File: src/rtl/assert_macros.svh
// assertion macros shared by the rtl files
`ifndef ASSERT_MACROS_SVH
`define ASSERT_MACROS_SVH
// clocked condition check with async reset disable
`define ASSERT_IMP(label, clk, rst_n, cond, msg) \
  label: assert property (@(posedge clk) disable iff (!rst_n) (cond)) else $error(msg);
// next-cycle implication with async reset disable
`define ASSERT_NEXT(label, clk, rst_n, ante, cons, msg) \
  label: assert property (@(posedge clk) disable iff (!rst_n) (ante) |=> (cons)) else $error(msg);
`endif

File: src/rtl/sspm_pkg.sv
// shared types, constants and command text tables for the poll master
`timescale 1ns / 1ps
package sspm_pkg;
  localparam int unsigned PollCommandsDef = 15;
  localparam int unsigned ValueDigitsDef  = 3;
  localparam logic [7:0] EscByte    = 8'd27;
  localparam logic [7:0] EndByte    = 8'd38;
  localparam logic [7:0] CmdCooloff = 8'd252;
  localparam logic [7:0] CmdPower   = 8'd253;
  localparam logic [7:0] CmdTemp    = 8'd254;
  localparam logic [7:0] CmdDone    = 8'd255;
  localparam logic [11:0] PhaseCool1 = 12'd2049;
  localparam logic [11:0] PhaseCool2 = 12'd2050;
  localparam logic [7:0] TempCheckAdd = 8'd75;

  localparam logic [1:0] OpTick  = 2'd0;
  localparam logic [1:0] OpRx    = 2'd1;
  localparam logic [1:0] OpPower = 2'd2;
  localparam logic [1:0] OpTemp  = 2'd3;

  localparam logic [2:0] KindTx    = 3'd0;
  localparam logic [2:0] KindRep   = 3'd1;
  localparam logic [2:0] KindErr   = 3'd2;
  localparam logic [2:0] KindPower = 3'd3;
  localparam logic [2:0] KindTemp  = 3'd4;

  localparam logic [1:0] RegReply   = 2'd0;
  localparam logic [1:0] RegRetry   = 2'd1;
  localparam logic [1:0] RegStartup = 2'd2;

  // one job handed from front to back: a burst of words
  typedef struct packed {
    logic        err;       // comm error word first
    logic        send;      // esc plus command line
    logic [3:0]  line_len;  // 0 or 9 characters
    logic [71:0] line;      // character 0 in the top byte
    logic        single;    // one report / setpoint word
    logic [2:0]  kind;
    logic [3:0]  index;
    logic [11:0] value;
    logic [12:0] power;
    logic        cool;
  } job_t;

  function automatic logic [7:0] hex_char(input logic [3:0] n);
    hex_char = (n < 4'd10) ? (8'h30 + {4'd0, n}) : (8'h37 + {4'd0, n});
  endfunction

  function automatic logic [71:0] poll_line(input logic [3:0] n);
    case (n)
      4'd1:    poll_line = "RD100057&";
      4'd2:    poll_line = "RC60005B&";
      4'd3:    poll_line = "RC50005A&";
      4'd4:    poll_line = "RD000056&";
      4'd5:    poll_line = "RD200058&";
      4'd6:    poll_line = "RD300059&";
      4'd7:    poll_line = "RD40005A&";
      4'd8:    poll_line = "RDF0006C&";
      4'd9:    poll_line = "RDD0006A&";
      4'd10:   poll_line = "RDE0006B&";
      4'd11:   poll_line = "RDA00067&";
      4'd12:   poll_line = "REF0006D&";
      4'd13:   poll_line = "RD80005E&";
      4'd14:   poll_line = "RC000055&";
      4'd15:   poll_line = "RDB00068&";
      default: poll_line = "RD90005F&";
    endcase
  endfunction
endpackage

File: src/rtl/stove_serial_poll_master.sv
// top level of the stove serial poll master
`timescale 1ns / 1ps
// Poll master for a heating appliance on a serial link.
// Input channel (in_valid_i / in_stall_o): one word per tick, received byte
// or setpoint request, selected by opcode_i.
// Output channel (out_valid_o / out_stall_i): result words; last_o marks the
// final word caused by one input word.
// The front part updates the timer, parser and command state in the cycle a
// word is accepted and queues at most one job; a two-entry queue decouples it
// from the back part, which emits one word per cycle from the job while the
// output does not stall. With the back part idle, a job passes the queue
// and then the output register before its first result word is offered.
// Throughput: a timer expiry yields up to 11 words; other inputs yield at
// most one word. The back part's one-word-per-cycle serializer sets the rate
// while the output does not stall; a tick without expiry or a partial reply
// byte yields no result.
// Stalls: output stalls back up into the queue; the input stalls only when
// the queue is full.
// Reset: gap timer loads 1000 ticks, no command sent yet, power unknown.
// Configuration via APB: 0 reply gap, 4 retry gap, 8 startup gap (also
// reloads the timer). Write only while idle.
module stove_serial_poll_master #(
  parameter int unsigned PollCommands = sspm_pkg::PollCommandsDef,
  parameter int unsigned ValueDigits  = sspm_pkg::ValueDigitsDef
) (
  input  logic        clk_i,
  input  logic        rst_ni,
  input  logic        psel,
  input  logic        penable,
  input  logic        pwrite,
  input  logic [3:0]  paddr,
  input  logic [31:0] pwdata,
  output logic [31:0] prdata,
  output logic        pready,
  input  logic        in_valid_i,
  output logic        in_stall_o,
  input  logic [1:0]  opcode_i,
  input  logic [7:0]  rx_byte_i,
  input  logic [7:0]  setpoint_value_i,
  output logic        out_valid_o,
  input  logic        out_stall_i,
  output logic [2:0]  kind_o,
  output logic [7:0]  tx_byte_o,
  output logic [3:0]  report_index_o,
  output logic [11:0] report_value_o,
  output logic [12:0] power_estimate_o,
  output logic        in_cooldown_o,
  output logic        last_o
);
  import sspm_pkg::*;

  logic [12:0] reply_q, retry_q, startup_q;
  logic        wr, st_load;
  logic [1:0]  ridx;
  logic        jv, jfull, jempty, jpop;
  job_t        job_in, job_head;

  assign pready = 1'b1;
  assign ridx = paddr[3:2];
  assign wr = psel && penable && pwrite;
  assign st_load = wr && ridx == RegStartup;

  always_comb begin
    case (ridx)
      RegReply:   prdata = {19'd0, reply_q};
      RegRetry:   prdata = {19'd0, retry_q};
      RegStartup: prdata = {19'd0, startup_q};
      default:    prdata = '0;
    endcase
  end

  always_ff @(posedge clk_i or negedge rst_ni) begin
    if (!rst_ni) begin
      reply_q <= 13'd500; retry_q <= 13'd5000; startup_q <= 13'd1000;
    end else if (wr) begin
      case (ridx)
        RegReply:   reply_q <= pwdata[12:0];
        RegRetry:   retry_q <= pwdata[12:0];
        RegStartup: startup_q <= pwdata[12:0];
        default: ;
      endcase
    end
  end

  sspm_front #(.PollCommands(PollCommands), .ValueDigits(ValueDigits)) u_front (
    .clk_i, .rst_ni, .in_valid_i, .in_stall_o, .opcode_i, .rx_byte_i,
    .setpoint_value_i, .reply_gap_i(reply_q), .retry_gap_i(retry_q),
    .startup_load_i(st_load), .startup_val_i(pwdata[12:0]),
    .job_valid_o(jv), .job_full_i(jfull), .job_o(job_in)
  );

  sspm_queue u_queue (
    .clk_i, .rst_ni, .push_i(jv), .push_job_i(job_in), .full_o(jfull),
    .pop_i(jpop), .empty_o(jempty), .head_o(job_head)
  );

  sspm_back u_back (
    .clk_i, .rst_ni, .empty_i(jempty), .job_i(job_head), .pop_o(jpop),
    .out_valid_o, .out_stall_i, .kind_o, .tx_byte_o, .report_index_o,
    .report_value_o, .power_estimate_o, .in_cooldown_o, .last_o
  );
endmodule

File: src/rtl/sspm_front.sv
// front part: timer, parser and command selection, at most one job per accepted word
`timescale 1ns / 1ps
module sspm_front #(
  parameter int unsigned PollCommands = sspm_pkg::PollCommandsDef,
  parameter int unsigned ValueDigits  = sspm_pkg::ValueDigitsDef
) (
  input  logic              clk_i,
  input  logic              rst_ni,
  input  logic              in_valid_i,
  output logic              in_stall_o,
  input  logic [1:0]        opcode_i,
  input  logic [7:0]        rx_byte_i,
  input  logic [7:0]        setpoint_value_i,
  input  logic [12:0]       reply_gap_i,
  input  logic [12:0]       retry_gap_i,
  input  logic              startup_load_i,
  input  logic [12:0]       startup_val_i,
  output logic              job_valid_o,
  input  logic              job_full_i,
  output sspm_pkg::job_t    job_o
);
  import sspm_pkg::*;

  logic [7:0]  cmd_q, cmd_d;
  logic        cool_q, cool_d, coolb_q, coolb_d;
  logic        ppend_q, ppend_d, tpend_q, tpend_d;
  logic [2:0]  plev_q, plev_d;
  logic [4:0]  tlev_q, tlev_d;
  logic [12:0] cur_q, cur_d;
  logic [2:0]  pos_q, pos_d;
  logic [11:0] acc_q, acc_d;
  logic        stop_q, stop_d;
  logic [12:0] gap_q, gap_d;
  logic        seen_q, seen_d;

  logic        acc_en;
  logic [4:0]  hv;
  logic [7:0]  nxt, chk;
  logic        poll_n;
  job_t        job;
  logic        emit;

  assign in_stall_o = job_full_i;
  assign acc_en = in_valid_i && !job_full_i;

  always_comb begin
    hv = 5'h10;
    if (rx_byte_i >= 8'h30 && rx_byte_i <= 8'h39) hv = {1'b0, rx_byte_i[3:0]};
    else if ((rx_byte_i >= 8'h41 && rx_byte_i <= 8'h46) ||
             (rx_byte_i >= 8'h61 && rx_byte_i <= 8'h66))
      hv = {1'b0, rx_byte_i[3:0] + 4'd9};
  end

  always_comb begin
    cmd_d = cmd_q; cool_d = cool_q; coolb_d = coolb_q;
    ppend_d = ppend_q; tpend_d = tpend_q; plev_d = plev_q; tlev_d = tlev_q;
    cur_d = cur_q; pos_d = pos_q; acc_d = acc_q; stop_d = stop_q;
    gap_d = gap_q; seen_d = seen_q;
    job = '0; emit = 1'b0; nxt = '0; chk = '0; poll_n = 1'b0;
    case (opcode_i)
      OpTick: begin
        if (gap_q != '0) begin
          gap_d = gap_q - 13'd1;
        end else begin
          emit = 1'b1;
          job.err = !seen_q;
          seen_d = 1'b0;
          gap_d = retry_gap_i;
          job.send = 1'b1;
          job.line_len = 4'd9;
          nxt = cmd_q + 8'd1;
          if (cool_q) begin
            ppend_d = 1'b0;
            if (!coolb_q) nxt = CmdCooloff;
          end else if (ppend_q) nxt = CmdPower;
          else if (tpend_q) nxt = CmdTemp;
          coolb_d = cool_q;
          cmd_d = nxt;
          if (nxt >= 8'd1 && nxt <= 8'(PollCommands)) begin
            job.line = poll_line(nxt[3:0]);
          end else if (nxt == CmdCooloff) begin
            job.line = "RF000058&";
          end else if (nxt == CmdPower) begin
            chk = 8'h58 + {5'd0, plev_q};
            job.line = {"RF00", hex_char({1'b0, plev_q}), "0",
                        hex_char(chk[7:4]), hex_char(chk[3:0]), "&"};
            if (!(ppend_q && !cool_q)) job.line_len = 4'd0;
            ppend_d = 1'b0;
            cmd_d = CmdDone;
          end else if (nxt == CmdTemp) begin
            chk = {3'd0, tlev_q} + TempCheckAdd;
            job.line = {"RF2", hex_char({3'd0, tlev_q[4]}), hex_char(tlev_q[3:0]), "0",
                        hex_char(chk[7:4]), hex_char(chk[3:0]), "&"};
            if (!tpend_q) job.line_len = 4'd0;
            tpend_d = 1'b0;
            cmd_d = CmdDone;
          end else begin
            cmd_d = '0;
            job.line = poll_line(4'd0);
          end
        end
      end
      OpRx: begin
        if (rx_byte_i != EndByte) begin
          if (pos_q >= 3'd2 && 32'(pos_q) < 2 + ValueDigits && !stop_q) begin
            if (hv[4]) stop_d = 1'b1;
            else acc_d = {acc_q[7:0], hv[3:0]};
          end
          if (pos_q < 3'd7) pos_d = pos_q + 3'd1;
        end else begin
          pos_d = '0; acc_d = '0; stop_d = 1'b0;
          gap_d = reply_gap_i; seen_d = 1'b1;
          poll_n = (cmd_q >= 8'd1 && cmd_q <= 8'(PollCommands));
          if (cmd_q == 8'd0) begin
            cool_d = 1'b0;
            if (acc_q == '0 || acc_q == PhaseCool2) cur_d = '0;
            else if (acc_q == PhaseCool1) begin
              cur_d = '0; cool_d = 1'b1;
            end
          end else if (cmd_q == 8'd6) begin
            cur_d = {1'b0, acc_q};
          end else if (cmd_q == 8'd7 && acc_q != '0 &&
                       $signed(cur_q) > $signed({1'b0, acc_q})) begin
            cur_d = {1'b0, acc_q};
          end
          if (cmd_q == 8'd0 || poll_n) begin
            emit = 1'b1; job.single = 1'b1; job.kind = KindRep;
            job.index = cmd_q[3:0]; job.value = acc_q;
          end
        end
      end
      OpPower: begin
        if (setpoint_value_i <= 8'd5) begin
          emit = 1'b1; job.single = 1'b1; job.kind = KindPower;
          if (!cool_q) begin
            ppend_d = 1'b1; plev_d = setpoint_value_i[2:0];
            job.value = {4'd0, setpoint_value_i};
          end
        end
      end
      default: begin
        if (setpoint_value_i >= 8'd16 && setpoint_value_i <= 8'd25) begin
          emit = 1'b1; job.single = 1'b1; job.kind = KindTemp;
          tpend_d = 1'b1; tlev_d = setpoint_value_i[4:0];
          job.value = {4'd0, setpoint_value_i};
        end
      end
    endcase
    job.power = cur_d;
    job.cool  = cool_d;
    if (startup_load_i) gap_d = startup_val_i;
  end

  assign job_valid_o = acc_en && emit;
  assign job_o = job;

  always_ff @(posedge clk_i or negedge rst_ni) begin
    if (!rst_ni) begin
      cmd_q <= '0; cool_q <= 1'b0; coolb_q <= 1'b0;
      ppend_q <= 1'b0; tpend_q <= 1'b0; plev_q <= '0; tlev_q <= '0;
      cur_q <= '1; pos_q <= '0; acc_q <= '0; stop_q <= 1'b0;
      gap_q <= 13'd1000; seen_q <= 1'b1;
    end else if (acc_en) begin
      cmd_q <= cmd_d; cool_q <= cool_d; coolb_q <= coolb_d;
      ppend_q <= ppend_d; tpend_q <= tpend_d; plev_q <= plev_d; tlev_q <= tlev_d;
      cur_q <= cur_d; pos_q <= pos_d; acc_q <= acc_d; stop_q <= stop_d;
      gap_q <= gap_d; seen_q <= seen_d;
    end else if (startup_load_i) begin
      gap_q <= startup_val_i;
    end
  end
endmodule

File: src/rtl/sspm_queue.sv
// two-entry job queue between front and back
`timescale 1ns / 1ps
module sspm_queue (
  input  logic           clk_i,
  input  logic           rst_ni,
  input  logic           push_i,
  input  sspm_pkg::job_t push_job_i,
  output logic           full_o,
  input  logic           pop_i,
  output logic           empty_o,
  output sspm_pkg::job_t head_o
);
  import sspm_pkg::*;
  `include "assert_macros.svh"

  job_t       mem_q [2];
  logic       wp_q, rp_q;
  logic [1:0] cnt_q;
  logic       do_pop;

  assign full_o  = cnt_q == 2'd2;
  assign empty_o = cnt_q == 2'd0;
  assign head_o  = mem_q[rp_q];
  assign do_pop  = pop_i && !empty_o;

  always_ff @(posedge clk_i) begin
    if (push_i) mem_q[wp_q] <= push_job_i;
  end

  always_ff @(posedge clk_i or negedge rst_ni) begin
    if (!rst_ni) begin
      wp_q <= 1'b0; rp_q <= 1'b0; cnt_q <= '0;
    end else begin
      if (push_i) wp_q <= !wp_q;
      if (do_pop) rp_q <= !rp_q;
      cnt_q <= cnt_q + 2'(push_i) - 2'(do_pop);
    end
  end

  `ASSERT_IMP(a_no_overflow, clk_i, rst_ni, !(push_i && full_o), "push into full queue")
  `ASSERT_IMP(a_cnt_range, clk_i, rst_ni, cnt_q != 2'd3, "queue count out of range")
  `ASSERT_IMP(a_pop_nonempty, clk_i, rst_ni, !(pop_i && empty_o), "pop from empty queue")
endmodule

File: src/rtl/sspm_back.sv
// back part: serializes one job into output words behind an output register
`timescale 1ns / 1ps
module sspm_back (
  input  logic           clk_i,
  input  logic           rst_ni,
  input  logic           empty_i,
  input  sspm_pkg::job_t job_i,
  output logic           pop_o,
  output logic           out_valid_o,
  input  logic           out_stall_i,
  output logic [2:0]     kind_o,
  output logic [7:0]     tx_byte_o,
  output logic [3:0]     report_index_o,
  output logic [11:0]    report_value_o,
  output logic [12:0]    power_estimate_o,
  output logic           in_cooldown_o,
  output logic           last_o
);
  import sspm_pkg::*;
  `include "assert_macros.svh"

  // step 0 error, 1 esc, 2..10 line characters, 11 single word, F idle
  logic [3:0] step_q, step_d, first, nstep;
  logic       vld_q, load, fin;
  logic [2:0] k; logic [7:0] tx; logic [3:0] ix; logic [11:0] vl; logic ls;
  logic [71:0] sh;
  logic [3:0] cur;

  always_comb begin
    first = job_i.single ? 4'd11 : (job_i.err ? 4'd0 : 4'd1);
  end
  // current step: idle means a fresh job starts at its first step
  assign cur = (step_q == 4'hF) ? first : step_q;
  assign sh  = job_i.line << ({3'd0, cur - 4'd2} * 7'd8);

  always_comb begin
    k = KindTx; tx = '0; ix = '0; vl = '0; nstep = cur + 4'd1; ls = 1'b0;
    case (cur)
      4'd0: begin k = KindErr; end
      4'd1: begin
        tx = EscByte;
        ls = job_i.line_len == 4'd0;
      end
      4'd11: begin k = job_i.kind; ix = job_i.index; vl = job_i.value; ls = 1'b1; end
      default: begin tx = sh[71:64]; ls = cur == 4'd10; end
    endcase
  end

  assign load = !empty_i && (!vld_q || !out_stall_i);
  assign fin  = load && ls;
  assign pop_o = fin;

  always_comb begin
    step_d = step_q;
    if (fin) step_d = 4'hF;
    else if (load) step_d = nstep;
  end

  always_ff @(posedge clk_i or negedge rst_ni) begin
    if (!rst_ni) begin
      vld_q <= 1'b0; step_q <= 4'hF;
    end else begin
      if (load) vld_q <= 1'b1;
      else if (!out_stall_i) vld_q <= 1'b0;
      step_q <= step_d;
    end
  end

  always_ff @(posedge clk_i) begin
    if (load) begin
      kind_o <= k; tx_byte_o <= tx; report_index_o <= ix; report_value_o <= vl;
      power_estimate_o <= job_i.power; in_cooldown_o <= job_i.cool; last_o <= ls;
    end
  end

  assign out_valid_o = vld_q;

  `ASSERT_NEXT(a_hold, clk_i, rst_ni, out_valid_o && out_stall_i, $stable(kind_o), "word changed")
  `ASSERT_NEXT(a_hold_vld, clk_i, rst_ni, out_valid_o && out_stall_i, out_valid_o, "word dropped")
  `ASSERT_NEXT(a_pop_last, clk_i, rst_ni, pop_o, out_valid_o && last_o, "job without last word")
endmodule
File: config.mk
export PLATFORM = sky130hd
export DESIGN_NAME = stove_serial_poll_master
export DESIGN_NICKNAME = d
export VERILOG_FILES = /design/src/rtl/sspm_pkg.sv /design/src/rtl/stove_serial_poll_master.sv /design/src/rtl/sspm_front.sv /design/src/rtl/sspm_queue.sv /design/src/rtl/sspm_back.sv
export VERILOG_INCLUDE_DIRS = /design/src /design/src/rtl
export SDC_FILE = /design/constraint.sdc
export NUM_CORES = 1
export LEC_CHECK = 0
export ABC_AREA = 1
export BUFFER_PORTS_ARGS = -buffer_cell sky130_fd_sc_hd__clkbuf_2
export CORE_ASPECT_RATIO = 0.8
export CORE_UTILIZATION = 54
export DETAILED_ROUTE_END_ITERATION = 12
export PLACE_DENSITY = 0.72
export SYNTH_ARGS = -nofsm -noshare
export SYNTH_HDL_FRONTEND = slang
export SYNTH_SLANG_ARGS = --single-unit
File: constraint.sdc
create_clock -name clk_i -period 7 [get_ports clk_i]
set_input_delay 1.4 -clock clk_i [delete_from_list [all_inputs] [get_ports clk_i]]
set_output_delay 1.4 -clock clk_i [all_outputs]
set_load 0.005 [all_outputs]
==> summary.txt <==
Run status
  – Outcome: finished clean

Global route
  – Initial antenna violation count: 2
  – Vias in the first global route: about 9800
  – Pin count of the biggest net entering global routing: 68
  – First-pass GRT wire length: 51.53 mm
  – Global Route Usage Sum: between 20% and 30%
  – Grt ovf: 0

Logic synthesis
  – Cells after Synth: 1587
  – Yosys Warn Count: 0
  – Sequential fraction of the synthesis area: between 50% and 60%
  – Syn Area/Cell: ~9.1 µm²
  – Share of the synthesized area in the top cell type: a little over a third
  – Largest cells by area after synthesis: edfxtp_1, dfrtp_1, nand2_1
  – Post-Syn Area: around 0.014 mm²
  – Distinct cells, synth: between 50 and 60
  – Yosys reg bits: ~280
  – Yosys top cell by area: edfxtp_1

Critical path
  – Reg2Reg Launch Point: u_queue.rp_q$_DFFE_PN0P_
  – Crit path kind: input port to flop
  – R2R Setup Slk: 3.01 ns
  – Worst R2R Path Depth: 15
  – Setup crit end kind: flop
  – Startpoint Class: input port
  – Worst Path Required: ~7.2 ns
  – Reg2reg end: u_back.tx_byte_o[4]$_DFFE_PP_
  – Crit path max fanout: 35
  – Worst Path Arrival: 4.61 ns

Clock network
  – Postcts setup bufs: 0
  – Clock Tree Root: clkbuf_16
  – Clock-pin slew on the worst setup and hold paths: 0.06 ns
  – Hold buffers post-CTS: 0
  – Post-CTS Resized: 0
  – H-tree levels: 1
  – Clock latency on the worst-skew pair: about 0.56 ns
  – Max Buffers Root-to-Sink: 3
  – TritonCTS Sinks: 278
  – CTS Buf Count: 29
  – CTS tree: built

Placement
  – I/O Buffers: 95
  – Dpl hpwl: between 20 and 25 mm
  – Placer congestion estimate: 0.8851
  – DP Area: 0.01515 mm²

Final layout
  – Area growth syn-to-layout: 11.65%
  – Final nets: 1785
  – Fill cells: around 2200
  – Finished Core Util: 61.27%
  – Share of cells above drive strength 1: approximately 15%
  – Antenna cells: 0
  – Design area: roughly 0.016 mm²

Detailed routing
  – Pre-Repair DR Iteration Count: 5
  – DR DRC count: 0
  – Wire per inst: 15.50 µm
  – Initial DRC Count: between 900 and 1000
  – Routed Antenna Nets: 0
  – Via count: ~11000
  – Vias per inst: ~5.3
  – Final wirelength: roughly 32 mm

Hold path
  – Hold Startpoint: u_front.cur_q[0]$_DFFE_PN1P_
  – Hold Crit Depth: 2
  – Hold Path Sink: u_front.cur_q[0]$_DFFE_PN1P_
  – Worst min-delay path class: flop to flop

Pwr
  – Power, Total: between 5 and 6 mW
  – Max IR drop VDD: about 0.23 mV
  – Pwr dens: ~350 mW/mm²
  – Leak Pwr: between 7 and 8 nW

STA
  – Final setup TNS: 0 ns
  – Final setup vio count: 0
  – Slew at the pin closest to its max-slew limit: 0.9053 ns
  – Worst slew margin: 39.48%
  – Final Hold Fails: 0
  – Final Cycle Share: about 62%
  – Slew Viols, Final: 0
  – Post-layout min period: about 4.4 ns
  – Unrepaired setup endpoints after global routing: false
  – Max Freq: roughly 230 MHz
  – Layout Skew: around 0.020 ns

Floorplanning
  – Starting Density: between 50% and 60%
  – Die Wd: between 150 and 200 µm
  – Die Ht: about 150 µm
  – Core area: 0.02626 mm²
  – Io pins: 138
  – Die ar.: approximately 0.027 mm²
  – Row Count: 53

Job
  – Max-cap check violation count: 0
power by group:
part | internal, mW | total (mW) | leakage [nW] | switching (mW)
Sequential | 2.12 | 2.27 | 2.72 | 0.152
Combinational | 0.610 | 1.84 | 4.01 | 1.23
Clock | 0.884 | 1.52 | 0.458 | 0.641
Total | 3.61 | 5.63 | 7.19 | 2.02
worst max-delay path: stages:
cell      delay, ns
clkbuf_2       0.10
inv_1          0.15
ha_1           0.17
nand2_1        0.07
nor3_2         0.37
nand2_2        0.21
nor2_1         0.18
nand2_1        0.32
nand3_1        0.25
nand2_1        0.09
o21ai_2        0.17
inv_2          0.11
nor2_4         0.68
buf_12         0.31
layout make-up:
type / count / area, µm² / share of cell area [%]
repair buffers: 106 / 573.1 / 3.561
clock buffers: 35 / 758.2 / 4.712
clock inverters: 19 / 185.2 / 1.151
multi-input cells: 1077 / 5597 / 34.78
flip-flops and latches: 278 / 7845 / 48.76
inverters: 182 / 685.7 / 4.261
well taps: 357 / 446.7 / 2.776
per-layer routing:
metal	up-vias	track usage, %	wire length [µm]
met4	4	4.959	584
met5	-	0	26
met3	45	3.379	2132
met2	375	35.26	13500
met1	5120	36.93	15580
li1	5414	-	-
state kept, by name (all words and copies together), names as in the netlist, 2 cells and up:
name	flops
retry_q	13
u_front.pos_q	3
u_front.cur_q	13
reply_q	13
u_queue.mem_q	126
u_back.report_index_o	4
u_back.step_q	4
u_front.tlev_q	5
u_queue.cnt_q	2
u_front.acc_q	12
u_front.cmd_q	8
startup_q	13
u_front.plev_q	3
u_back.kind_o	3
u_back.tx_byte_o	7
u_front.gap_q	13
u_back.power_estimate_o	13
u_back.report_value_o	12
cell usage in the layout, fill, tap and decap left out, drive strengths merged, types with 2 or more instances in the layout:
cell | Yosys | layout
a211oi | 5 | 5
o21ai | 126 | 126
nor3 | 20 | 20
a21o | 3 | 3
a31oi | 5 | 5
nand4 | 14 | 14
xor2 | 16 | 16
clkinv | 2 | 15
nor2 | 157 | 157
a21oi | 72 | 72
inv | 180 | 181
and2 | 6 | 6
xnor2 | 7 | 7
edfxtp | 167 | 167
o22ai | 21 | 21
ha | 50 | 50
dfrtp | 70 | 70
or2 | 10 | 10
nand2 | 412 | 412
dfstp | 41 | 41
buf | 41 | 12
mux2i | 9 | 9
clkbuf | 28 | 129
clkinvlp | 0 | 2
o31ai | 7 | 7
a22oi | 8 | 8
o221ai | 7 | 7
nand3 | 71 | 71
o211ai | 19 | 19
a21boi | 2 | 2
nand3b | 5 | 5
bufinv | 0 | 3
conb | 2 | 21
cell usage after synthesis (all sizes together):
library cell	instances
nor2	157
and2	6
or2	10
clkinv	2
a41oi	1
dfrtp	70
buf	41
a22oi	8
xnor2	7
a211oi	5
a21boi	2
nand4	14
xor2	16
a31oi	5
nand2	412
mux2i	9
clkbuf	28
conb	2
o21bai	1
o21ai	126
o211ai	19
nand3	71
nand3b	5
o31ai	7
nor3	20
a21oi	72
dfstp	41
ha	50
nor4	1
o21a	1
a21o	3
o221ai	7
inv	180
o22ai	21
edfxtp	167
how the worst max path moves through the flow:
stage               cells past startpoint    startpoint                              end
floorplan                              12  rx_byte_i[0]    u_queue.mem_q[0][0]$_DFFE_PP_
global placement                       14  rx_byte_i[0]    u_queue.mem_q[0][4]$_DFFE_PP_
detailed placement                     14  rx_byte_i[0]    u_queue.mem_q[0][4]$_DFFE_PP_
CTS                                    14  rx_byte_i[0]   u_queue.mem_q[0][27]$_DFFE_PP_
global route                           14  rx_byte_i[0]  u_queue.mem_q[0][111]$_DFFE_PP_
finish                                 14  rx_byte_i[0]  u_queue.mem_q[0][111]$_DFFE_PP_
kinds of logic (layout without fill, tap and decap cells):
kind of cell             count (synthesis)  in the layout  synth area share (%)
flip-flops                             278            278                 54.43
AO/OA/AOI/OAI                          278            278                 11.08
adder cells (fa/ha/maj)                 50             50                 4.341
buffers and inverters                  251            342                 7.345
AND/OR/NAND/NOR                        696            696                 20.73
other                                    2             21               0.05211
multiplexers                             9              9                0.6251
XOR/XNOR                                23             23                 1.398
per-stage QoR:
| stage | setup slack, ns | hold WS [ns] | instances |
|---|---|---|---|
| after global placement | 2.171 | 0.4650 | 2000 |
| after detailed placement | 2.024 | 0.4701 | 2000 |
| after floorplan | 1.166 | 0.4530 | 1606 |
| after CTS | 2.601 | 0.4815 | 2054 |
| final | 2.632 | 0.4793 | 2054 |
| after global routing | 2.332 | 0.4941 | 2054 |
No activity file was read; power rests on OpenSTA's default activity.
